==> src/hw/rtl/spct_pkg.sv <==
// Shared types and constants of the stream packet count table.
package spct_pkg;

    localparam int SLOTS_DEFAULT = 16;
    localparam int STREAM_W      = 64;
    localparam int COUNT_W       = 32;
    localparam int SLOT_OUT_W    = 4;
    localparam int KIND_W        = 3;

    // Result kinds as they appear on the kind port.
    typedef enum logic [KIND_W-1:0] {
        KIND_COUNTED = 3'd0,
        KIND_ADDED   = 3'd1,
        KIND_DROPPED = 3'd2,
        KIND_IGNORED = 3'd3,
        KIND_REPORT  = 3'd4,
        KIND_REMOVED = 3'd5,
        KIND_EMPTY   = 3'd6
    } kind_t;

    // Input action codes.
    typedef enum logic {
        ACT_PACKET = 1'b0,
        ACT_CHECK  = 1'b1
    } action_t;

    typedef enum logic [1:0] {
        ST_IDLE,
        ST_SCAN,
        ST_PKT_WR,
        ST_CHECK
    } state_t;

    // One table entry as stored in the RAM.
    typedef struct packed {
        logic [STREAM_W-1:0] sid;
        logic [COUNT_W-1:0]  cnt;
        logic [COUNT_W-1:0]  prev;
    } entry_t;

    localparam int ENTRY_W = $bits(entry_t);

    // One result transaction.
    typedef struct packed {
        kind_t                 kind;
        logic [SLOT_OUT_W-1:0] slot;
        logic [STREAM_W-1:0]   stream;
        logic [COUNT_W-1:0]    delta;
        logic                  last;
    } result_t;

endpackage

==> src/hw/rtl/stream_packet_count_table.sv <==
// Order: a packet's result follows a scan that reads every slot; a zero id skips the scan;
// a check's first result follows the read of slot 0 and the rest follow one per cycle
// while the result side does not stall.
// Throughput: one transaction at a time; a new request is stalled until the current one is
// done, and a scan makes one table read per cycle from the slot RAM.
// Reset clears the control state and the per-slot valid bits at once, so every slot
// reads as free with zero counts right after reset; no clearing pass is needed.
module stream_packet_count_table #(
    parameter int SLOTS = spct_pkg::SLOTS_DEFAULT
) (
    input  logic                                clk,
    input  logic                                rst_n,
    // Input transactions.
    input  logic                                req_valid,
    output logic                                req_stall,
    input  logic                                action,
    input  logic [spct_pkg::STREAM_W-1:0]       stream_id,
    // Result transactions.
    output logic                                rsp_valid,
    input  logic                                rsp_stall,
    output logic [spct_pkg::KIND_W-1:0]         kind,
    output logic [spct_pkg::SLOT_OUT_W-1:0]     slot,
    output logic [spct_pkg::STREAM_W-1:0]       slot_stream,
    output logic [spct_pkg::COUNT_W-1:0]        count_delta,
    output logic                                last
);

    localparam int SLOT_W = (SLOTS > 1) ? $clog2(SLOTS) : 1;

    // The whole table lives in one RAM; each word holds the stream id, the
    // running count and the count captured at the previous check.
    logic              ram_wr_en;
    logic [SLOT_W-1:0] ram_wr_addr;
    spct_pkg::entry_t  ram_wr_data;
    logic              ram_rd_en;
    logic [SLOT_W-1:0] ram_rd_addr;
    spct_pkg::entry_t  ram_rd_data;

    logic              res_ready;
    logic              res_valid;
    spct_pkg::result_t res;

    // Output register: it decouples the engine from a stalled result side.
    logic              out_valid_reg;
    spct_pkg::result_t out_reg;

    spct_ram #(
        .WIDTH (spct_pkg::ENTRY_W),
        .DEPTH (SLOTS)
    ) u_ram (
        .clk     (clk),
        .wr_en   (ram_wr_en),
        .wr_addr (ram_wr_addr),
        .wr_data (ram_wr_data),
        .rd_en   (ram_rd_en),
        .rd_addr (ram_rd_addr),
        .rd_data (ram_rd_data)
    );

    spct_engine #(
        .SLOTS (SLOTS)
    ) u_engine (
        .clk         (clk),
        .rst_n       (rst_n),
        .req_valid   (req_valid),
        .req_stall   (req_stall),
        .req_action  (action),
        .req_sid     (stream_id),
        .res_ready   (res_ready),
        .res_valid   (res_valid),
        .res         (res),
        .ram_wr_en   (ram_wr_en),
        .ram_wr_addr (ram_wr_addr),
        .ram_wr_data (ram_wr_data),
        .ram_rd_en   (ram_rd_en),
        .ram_rd_addr (ram_rd_addr),
        .ram_rd_data (ram_rd_data)
    );

    // A new result may load when the register is empty or is being taken.
    assign res_ready = !out_valid_reg || !rsp_stall;

    always_ff @(posedge clk or negedge rst_n)
    begin
        if (!rst_n)
        begin
            out_valid_reg <= 1'b0;
        end
        else if (res_ready)
        begin
            out_valid_reg <= res_valid;
        end
    end

    always_ff @(posedge clk)
    begin
        if (res_ready && res_valid)
        begin
            out_reg <= res;
        end
    end

    assign rsp_valid   = out_valid_reg;
    assign kind        = out_reg.kind;
    assign slot        = out_reg.slot;
    assign slot_stream = out_reg.stream;
    assign count_delta = out_reg.delta;
    assign last        = out_reg.last;

endmodule

==> src/hw/rtl/spct_ram.sv <==
// Generic single-port-write, single-port-read RAM with a registered read.
module spct_ram #(
    parameter int WIDTH = 8,
    parameter int DEPTH = 16,
    localparam int ADDR_W = (DEPTH > 1) ? $clog2(DEPTH) : 1
) (
    input  logic              clk,
    input  logic              wr_en,
    input  logic [ADDR_W-1:0] wr_addr,
    input  logic [WIDTH-1:0]  wr_data,
    input  logic              rd_en,
    input  logic [ADDR_W-1:0] rd_addr,
    output logic [WIDTH-1:0]  rd_data
);

    logic [WIDTH-1:0] mem [DEPTH];

    always_ff @(posedge clk)
    begin
        if (wr_en)
        begin
            mem[wr_addr] <= wr_data;
        end
        if (rd_en)
        begin
            rd_data <= mem[rd_addr];
        end
    end

endmodule

==> src/hw/rtl/spct_engine.sv <==
// Sequencer that walks the slot table in RAM for packet and check transactions.
module spct_engine #(
    parameter int SLOTS = spct_pkg::SLOTS_DEFAULT,
    localparam int SLOT_W = (SLOTS > 1) ? $clog2(SLOTS) : 1,
    localparam int CNT_W  = $clog2(SLOTS + 1)
) (
    input  logic                            clk,
    input  logic                            rst_n,
    // Input transaction.
    input  logic                            req_valid,
    output logic                            req_stall,
    input  logic                            req_action,
    input  logic [spct_pkg::STREAM_W-1:0]   req_sid,
    // Result hand-off to the output register.
    input  logic                            res_ready,
    output logic                            res_valid,
    output spct_pkg::result_t               res,
    // Table RAM.
    output logic                            ram_wr_en,
    output logic [SLOT_W-1:0]               ram_wr_addr,
    output spct_pkg::entry_t                ram_wr_data,
    output logic                            ram_rd_en,
    output logic [SLOT_W-1:0]               ram_rd_addr,
    input  spct_pkg::entry_t                ram_rd_data
);

    localparam logic [SLOT_W-1:0] LAST_SLOT = SLOT_W'(SLOTS - 1);
    localparam logic [CNT_W-1:0]  NUM_SLOTS = CNT_W'(SLOTS);

    spct_pkg::state_t state_reg, state_next;

    logic [CNT_W-1:0]  issue_reg, issue_next;
    logic              rd_pend_reg, rd_pend_next;
    logic [SLOT_W-1:0] rd_slot_reg;
    logic              rd_vld_reg;
    logic [SLOTS-1:0]  vld_reg;

    logic [spct_pkg::STREAM_W-1:0] sid_reg, sid_next;
    logic              match_reg, match_next;
    logic [SLOT_W-1:0] match_slot_reg, match_slot_next;
    spct_pkg::entry_t  match_ent_reg, match_ent_next;
    logic              free_reg, free_next;
    logic [SLOT_W-1:0] free_slot_reg, free_slot_next;

    spct_pkg::entry_t          ent;
    logic [spct_pkg::COUNT_W-1:0] delta;
    logic                      is_last;
    logic                      can_emit;
    logic [SLOT_W+3:0]         rd_slot_ext;
    logic [SLOT_W+3:0]         match_slot_ext;
    logic [SLOT_W+3:0]         free_slot_ext;

    // An entry never written since reset reads as all zero.
    assign ent            = rd_vld_reg ? ram_rd_data : '0;
    assign delta          = ent.cnt - ent.prev;
    assign is_last        = (rd_slot_reg == LAST_SLOT);
    assign rd_slot_ext    = {4'b0, rd_slot_reg};
    assign match_slot_ext = {4'b0, match_slot_reg};
    assign free_slot_ext  = {4'b0, free_slot_reg};

    always_ff @(posedge clk or negedge rst_n)
    begin
        if (!rst_n)
        begin
            state_reg   <= spct_pkg::ST_IDLE;
            issue_reg   <= '0;
            rd_pend_reg <= 1'b0;
            vld_reg     <= '0;
        end
        else
        begin
            state_reg   <= state_next;
            issue_reg   <= issue_next;
            rd_pend_reg <= rd_pend_next;
            if (ram_wr_en)
            begin
                vld_reg[ram_wr_addr] <= 1'b1;
            end
        end
    end

    always_ff @(posedge clk)
    begin
        sid_reg        <= sid_next;
        match_reg      <= match_next;
        match_slot_reg <= match_slot_next;
        match_ent_reg  <= match_ent_next;
        free_reg       <= free_next;
        free_slot_reg  <= free_slot_next;
        if (ram_rd_en)
        begin
            rd_slot_reg <= ram_rd_addr;
            rd_vld_reg  <= vld_reg[ram_rd_addr];
        end
    end

    always_comb
    begin
        state_next      = state_reg;
        issue_next      = issue_reg;
        rd_pend_next    = rd_pend_reg;
        sid_next        = sid_reg;
        match_next      = match_reg;
        match_slot_next = match_slot_reg;
        match_ent_next  = match_ent_reg;
        free_next       = free_reg;
        free_slot_next  = free_slot_reg;
        req_stall       = (state_reg != spct_pkg::ST_IDLE);
        ram_rd_en       = 1'b0;
        ram_rd_addr     = issue_reg[SLOT_W-1:0];
        ram_wr_en       = 1'b0;
        ram_wr_addr     = rd_slot_reg;
        ram_wr_data     = ent;
        res_valid       = 1'b0;
        res             = '0;
        can_emit        = 1'b0;

        unique case (state_reg)
            spct_pkg::ST_IDLE:
            begin
                if (req_valid)
                begin
                    sid_next     = req_sid;
                    issue_next   = '0;
                    rd_pend_next = 1'b0;
                    match_next   = 1'b0;
                    free_next    = 1'b0;
                    if (req_action == spct_pkg::ACT_CHECK)
                    begin
                        state_next = spct_pkg::ST_CHECK;
                    end
                    else if (req_sid == '0)
                    begin
                        state_next = spct_pkg::ST_PKT_WR;
                    end
                    else
                    begin
                        state_next = spct_pkg::ST_SCAN;
                    end
                end
            end

            spct_pkg::ST_SCAN:
            begin
                // One slot read per cycle; compare on the returning data.
                if (issue_reg < NUM_SLOTS)
                begin
                    ram_rd_en  = 1'b1;
                    issue_next = issue_reg + 1'b1;
                end
                rd_pend_next = ram_rd_en;
                if (rd_pend_reg)
                begin
                    if (!match_reg && ent.sid == sid_reg)
                    begin
                        match_next      = 1'b1;
                        match_slot_next = rd_slot_reg;
                        match_ent_next  = ent;
                    end
                    if (ent.sid == '0)
                    begin
                        free_next      = 1'b1;
                        free_slot_next = rd_slot_reg;
                    end
                    if (is_last)
                    begin
                        state_next = spct_pkg::ST_PKT_WR;
                    end
                end
            end

            spct_pkg::ST_PKT_WR:
            begin
                if (res_ready)
                begin
                    res_valid  = 1'b1;
                    res.last   = 1'b1;
                    state_next = spct_pkg::ST_IDLE;
                    if (sid_reg == '0)
                    begin
                        res.kind = spct_pkg::KIND_IGNORED;
                    end
                    else if (match_reg)
                    begin
                        res.kind         = spct_pkg::KIND_COUNTED;
                        res.slot         = match_slot_ext[3:0];
                        res.stream       = sid_reg;
                        ram_wr_en        = 1'b1;
                        ram_wr_addr      = match_slot_reg;
                        ram_wr_data      = match_ent_reg;
                        ram_wr_data.cnt  = match_ent_reg.cnt + 1'b1;
                    end
                    else if (free_reg)
                    begin
                        res.kind         = spct_pkg::KIND_ADDED;
                        res.slot         = free_slot_ext[3:0];
                        res.stream       = sid_reg;
                        ram_wr_en        = 1'b1;
                        ram_wr_addr      = free_slot_reg;
                        ram_wr_data.sid  = sid_reg;
                        ram_wr_data.cnt  = spct_pkg::COUNT_W'(1);
                        ram_wr_data.prev = '0;
                    end
                    else
                    begin
                        res.kind   = spct_pkg::KIND_DROPPED;
                        res.stream = sid_reg;
                    end
                end
            end

            spct_pkg::ST_CHECK:
            begin
                // Read slot i+1 while slot i is written back and reported.
                can_emit = rd_pend_reg && res_ready;
                if (can_emit)
                begin
                    res_valid        = 1'b1;
                    res.slot         = rd_slot_ext[3:0];
                    res.last         = is_last;
                    ram_wr_en        = 1'b1;
                    ram_wr_data.prev = ent.cnt;
                    if (ent.sid == '0)
                    begin
                        res.kind = spct_pkg::KIND_EMPTY;
                    end
                    else if (delta == '0)
                    begin
                        res.kind        = spct_pkg::KIND_REMOVED;
                        res.stream      = ent.sid;
                        ram_wr_data.sid = '0;
                    end
                    else
                    begin
                        res.kind   = spct_pkg::KIND_REPORT;
                        res.stream = ent.sid;
                        res.delta  = delta;
                    end
                    if (is_last)
                    begin
                        state_next = spct_pkg::ST_IDLE;
                    end
                end
                if (issue_reg < NUM_SLOTS && (!rd_pend_reg || can_emit))
                begin
                    ram_rd_en  = 1'b1;
                    issue_next = issue_reg + 1'b1;
                end
                if (ram_rd_en)
                begin
                    rd_pend_next = 1'b1;
                end
                else if (can_emit)
                begin
                    rd_pend_next = 1'b0;
                end
            end

            default:
            begin
                state_next = spct_pkg::ST_IDLE;
            end
        endcase
    end

endmodule

==> config.mk <==
export PLATFORM = sky130hd
export DESIGN_NAME = stream_packet_count_table
export DESIGN_NICKNAME = d
export VERILOG_FILES = /design/src/hw/rtl/spct_pkg.sv /design/src/hw/rtl/stream_packet_count_table.sv /design/src/hw/rtl/spct_ram.sv /design/src/hw/rtl/spct_engine.sv
export SDC_FILE = /design/constraint.sdc
export NUM_CORES = 2
export LEC_CHECK = 0
export BUFFER_PORTS_ARGS = -buffer_cell sky130_fd_sc_hd__buf_2
export CAP_MARGIN = 10
export CORE_AREA = 2 2 477 479
export CTS_CLUSTER_SIZE = 20
export DETAILED_ROUTE_END_ITERATION = 7
export DIE_AREA = 0 0 479 481
export HOLD_SLACK_MARGIN = 0.06
export PLACE_DENSITY = 0.65
export SLEW_MARGIN = 5
export SYNTH_ARGS = -nofsm -noshare
export SYNTH_HDL_FRONTEND = slang
export SYNTH_SLANG_ARGS = --single-unit
==> constraint.sdc <==
create_clock -name clk -period 22.9 [get_ports clk]
set_clock_uncertainty 0.15 [all_clocks]
set_input_delay 2.29 -clock clk [delete_from_list [all_inputs] [get_ports clk]]
set_output_delay 2.29 -clock clk [all_outputs]
set_load 0.01 [all_outputs]
==> flow_summary.toml <==
[run_status]
status = "completed"

[global_routing]
overflow = 0
grt_max_degree = 130
track_usage_pct = 22.7
grt_pass1_wl_um = 379000
grt_pass1_vias = 52000
antenna_found_initial = 10

[clock_tree]
cts_tree = "built"
cts-root-buf = "clkbuf_16"
post_cts_buffers = 0
clock_sinks = 2512
clock_path_buffers = 3
post_cts_resized = 0
clock_latency_ns = 0.92
cts_buffers = 241
clk_pin_slew_ns = 0.06
h-tree-depth = 4
hold_buffers = 0

[floorplan]
die_h_um = 481
placementRows = 175
ios = 175
core_um2 = 226000
fp.dieW_um = 479
initial_core_util_pct = 44.7
die-area_um2 = 230000

[yosys]
ys_warn_count = 0
synthTopCellsByArea = "edfxtp_1 74%, mux4_2 14%, clkbuf_1 0.90%"
yosysTopAreaCell = "edfxtp_1"
synth-edff-count = 2487
synth_compound_area_share_pct = 4.03
synth.most_common_cell = "edfxtp_1"
yosys-top-cells-count = "2487 x edfxtp_1, 645 x mux4_2, 243 x clkbuf_1, 174 x a21oi_1"
syn_avg_cell_area_um2 = 20.0
ys_ff_latch = 2512
yosysUniqueCellTypes = 91
ys_seq_area_share_pct = 74.7
synth-xor-area-share_pct = 1.11
synth-main-ff-cell = "edfxtp_1"
yosys.area.top_type_share_pct = 74.1
syn_inst = 5040
synth_top_family_by_area = "multiplexers"
synth_fa_ha_area_share_pct = 0.276
synth_nets = 5128
synth.area.mux_share_pct = 14.5
synth_simple_gate_area_share_pct = 3.59
syn_area_um2 = 101000
synthArstFlopShare_pct = 0.995

[finish]
drive_gt1_share_pct = 25.8
largest_reg_flops = 2048
finalNetCount = 5356
area_growth_pct = 12.6
nFillCells = 17800

[power]
peakVddDrop_mv = 0.116
power_density_nw_per_um2 = 146
p_leak_nw = 36.3

[routing]
firstDrtPassIters = 7
drc = 0
antenna_left = 0
wl_per_cell_um = 31.1
vias = 52400
drt_wl_total_um = 264000
via_per_inst = 6.18
drt_iter0_drc = 7350

[sta]
hold_viol = 0
final-setup-viol-count = 0
setup_tns_ns = 0
min_period_over_period_pct = 31.8
rsz0062_at_grt = "false"
relSlewSlack_pct = 18.3
finalWorstPathRequiredPeriod_ns = 7.29
max_freq_mhz = 137
hold_slack_ns = 0.312
maxSlewViolCount = 0
worst_pin_slew_ns = 1.22
layout_setup_ws_ns = 15.61

[critical_path]
ff2ff_path_depth = 11
crit_type = "input port to flip-flop"
path_max_fanout = 52
critPathRequiredTime_ns = 23.24
cp-end-kind = "flip-flop"
r2r_slack_ns = 15.62
regToRegStartpoint = "u_engine.sid_reg[41]"
rr_endpoint = "u_ram.mem[10][114]"
arrival_ns = 7.63
critPathLaunchType = "input port"

[run]
maxCapViolations = 0

[worst_hold_path]
hold_depth = 1
hold_class = "flip-flop to flip-flop"
hp-start = "u_engine.vld_reg[15]"
min_to = "u_engine.vld_reg[15]"

[placement]
dp_hpwl_um = 153000
routabilityCongestion = 0.919
place_worst_setup_slack_ns = 14.65
io_buffers = 174
## layout make-up
type / count / area (um2) / share of cell area (%)
Clock buffer: 287 / 6270 / 5.52
Tap cell: 3009 / 3760 / 3.32
Multi-Input combinational cell: 2062 / 23900 / 21.1
Clock inverter: 165 / 1670 / 1.48
Sequential cell: 2512 / 75300 / 66.4
Inverter: 140 / 526 / 0.463
Timing Repair Buffer: 311 / 2000 / 1.76
Antenna cell: 1 / 2.50 / 0.00221
## cells in the final DEF (no fill, tap or decap), types with 55 or more instances in the layout
| cell | Yosys | final |
|---|---|---|
| edfxtp_1 | 2487 | 2487 |
| mux4_2 | 645 | 645 |
| clkbuf_16 | 0 | 244 |
| buf_2 | 20 | 174 |
| a21oi_1 | 174 | 170 |
| inv_1 | 139 | 139 |
| nand2_1 | 139 | 137 |
| buf_4 | 1 | 128 |
| and2_1 | 100 | 100 |
| o22ai_1 | 88 | 84 |
| xnor2_1 | 81 | 81 |
| o21ai_0 | 89 | 77 |
| a22o_1 | 72 | 72 |
| nor3b_1 | 65 | 65 |
| a22oi_1 | 59 | 59 |
| clkinv_1 | 1 | 58 |
| nor2_1 | 78 | 56 |
| nor4_1 | 57 | 55 |
## per-stage QoR
step,cells,cell area [um2],power [mW],util [%]
finish,8487,113000,16.6,50.3
CTS,8474,113000,16.7,50.2
global route,8487,113000,17.2,50.3
floorplan,5040,101000,10.6,-
global placement,8021,105000,12.6,46.7
detailed placement,8022,105000,12.7,46.7
## metal layers
layer / wire, um / track usage (%) / vias to the layer above / part of all wire (%)
met2: 125000 / 35.4 / 2593 / 47
met5: 41 / 0 / - / 0.016
li1: - / - / 21300 / -
met1: 108000 / 32.8 / 28100 / 41
met3: 20100 / 3.21 / 476 / 7.6
met4: 10100 / 8.28 / 6 / 3.8
## worst max-delay path: stages
cell and delay [ns]:
buf_2 0.17, and2_0 0.27, or3_4 0.60, nor2_2 0.82, a221o_1 0.32, nand2_1 0.25, nor2_4 0.97, buf_4 0.92
buf_4 0.92
## kinds of logic (layout without fill, tap and decap cells)
logic type | after synthesis | in the layout
DFF | 2512 | 2512
muxes | 650 | 650
and+or+nand+nor | 648 | 648
AOI/OAI and AO/OA | 615 | 615
buffers and inverters | 466 | 903
xor gates and xnor gates | 126 | 126
adders and majority gates | 23 | 23
other | 0 | 1
## worst max-delay path by stage
stage | start | endpoint | cells after the start | slack (ns)
after floorplan | rsp_stall | u_engine.issue_reg[3] | 6 | 12.61
after global placement | rsp_stall | u_ram.mem[10][110] | 9 | 14.64
after detailed placement | rsp_stall | u_ram.mem[10][110] | 9 | 14.65
after CTS | rsp_stall | u_ram.mem[10][62] | 9 | 15.58
after global routing | rsp_stall | u_ram.mem[10][113] | 9 | 15.36
final | rsp_stall | u_ram.mem[10][114] | 9 | 15.61
## power by group
group	switching, mW	internal [mW]	total [mW]
clock network	1.74	2.25	3.99
registers	0.384	6.60	6.99
logic	3.61	2.04	5.65
total	5.74	10.9	16.6
(Power assumes the default switching activity.)
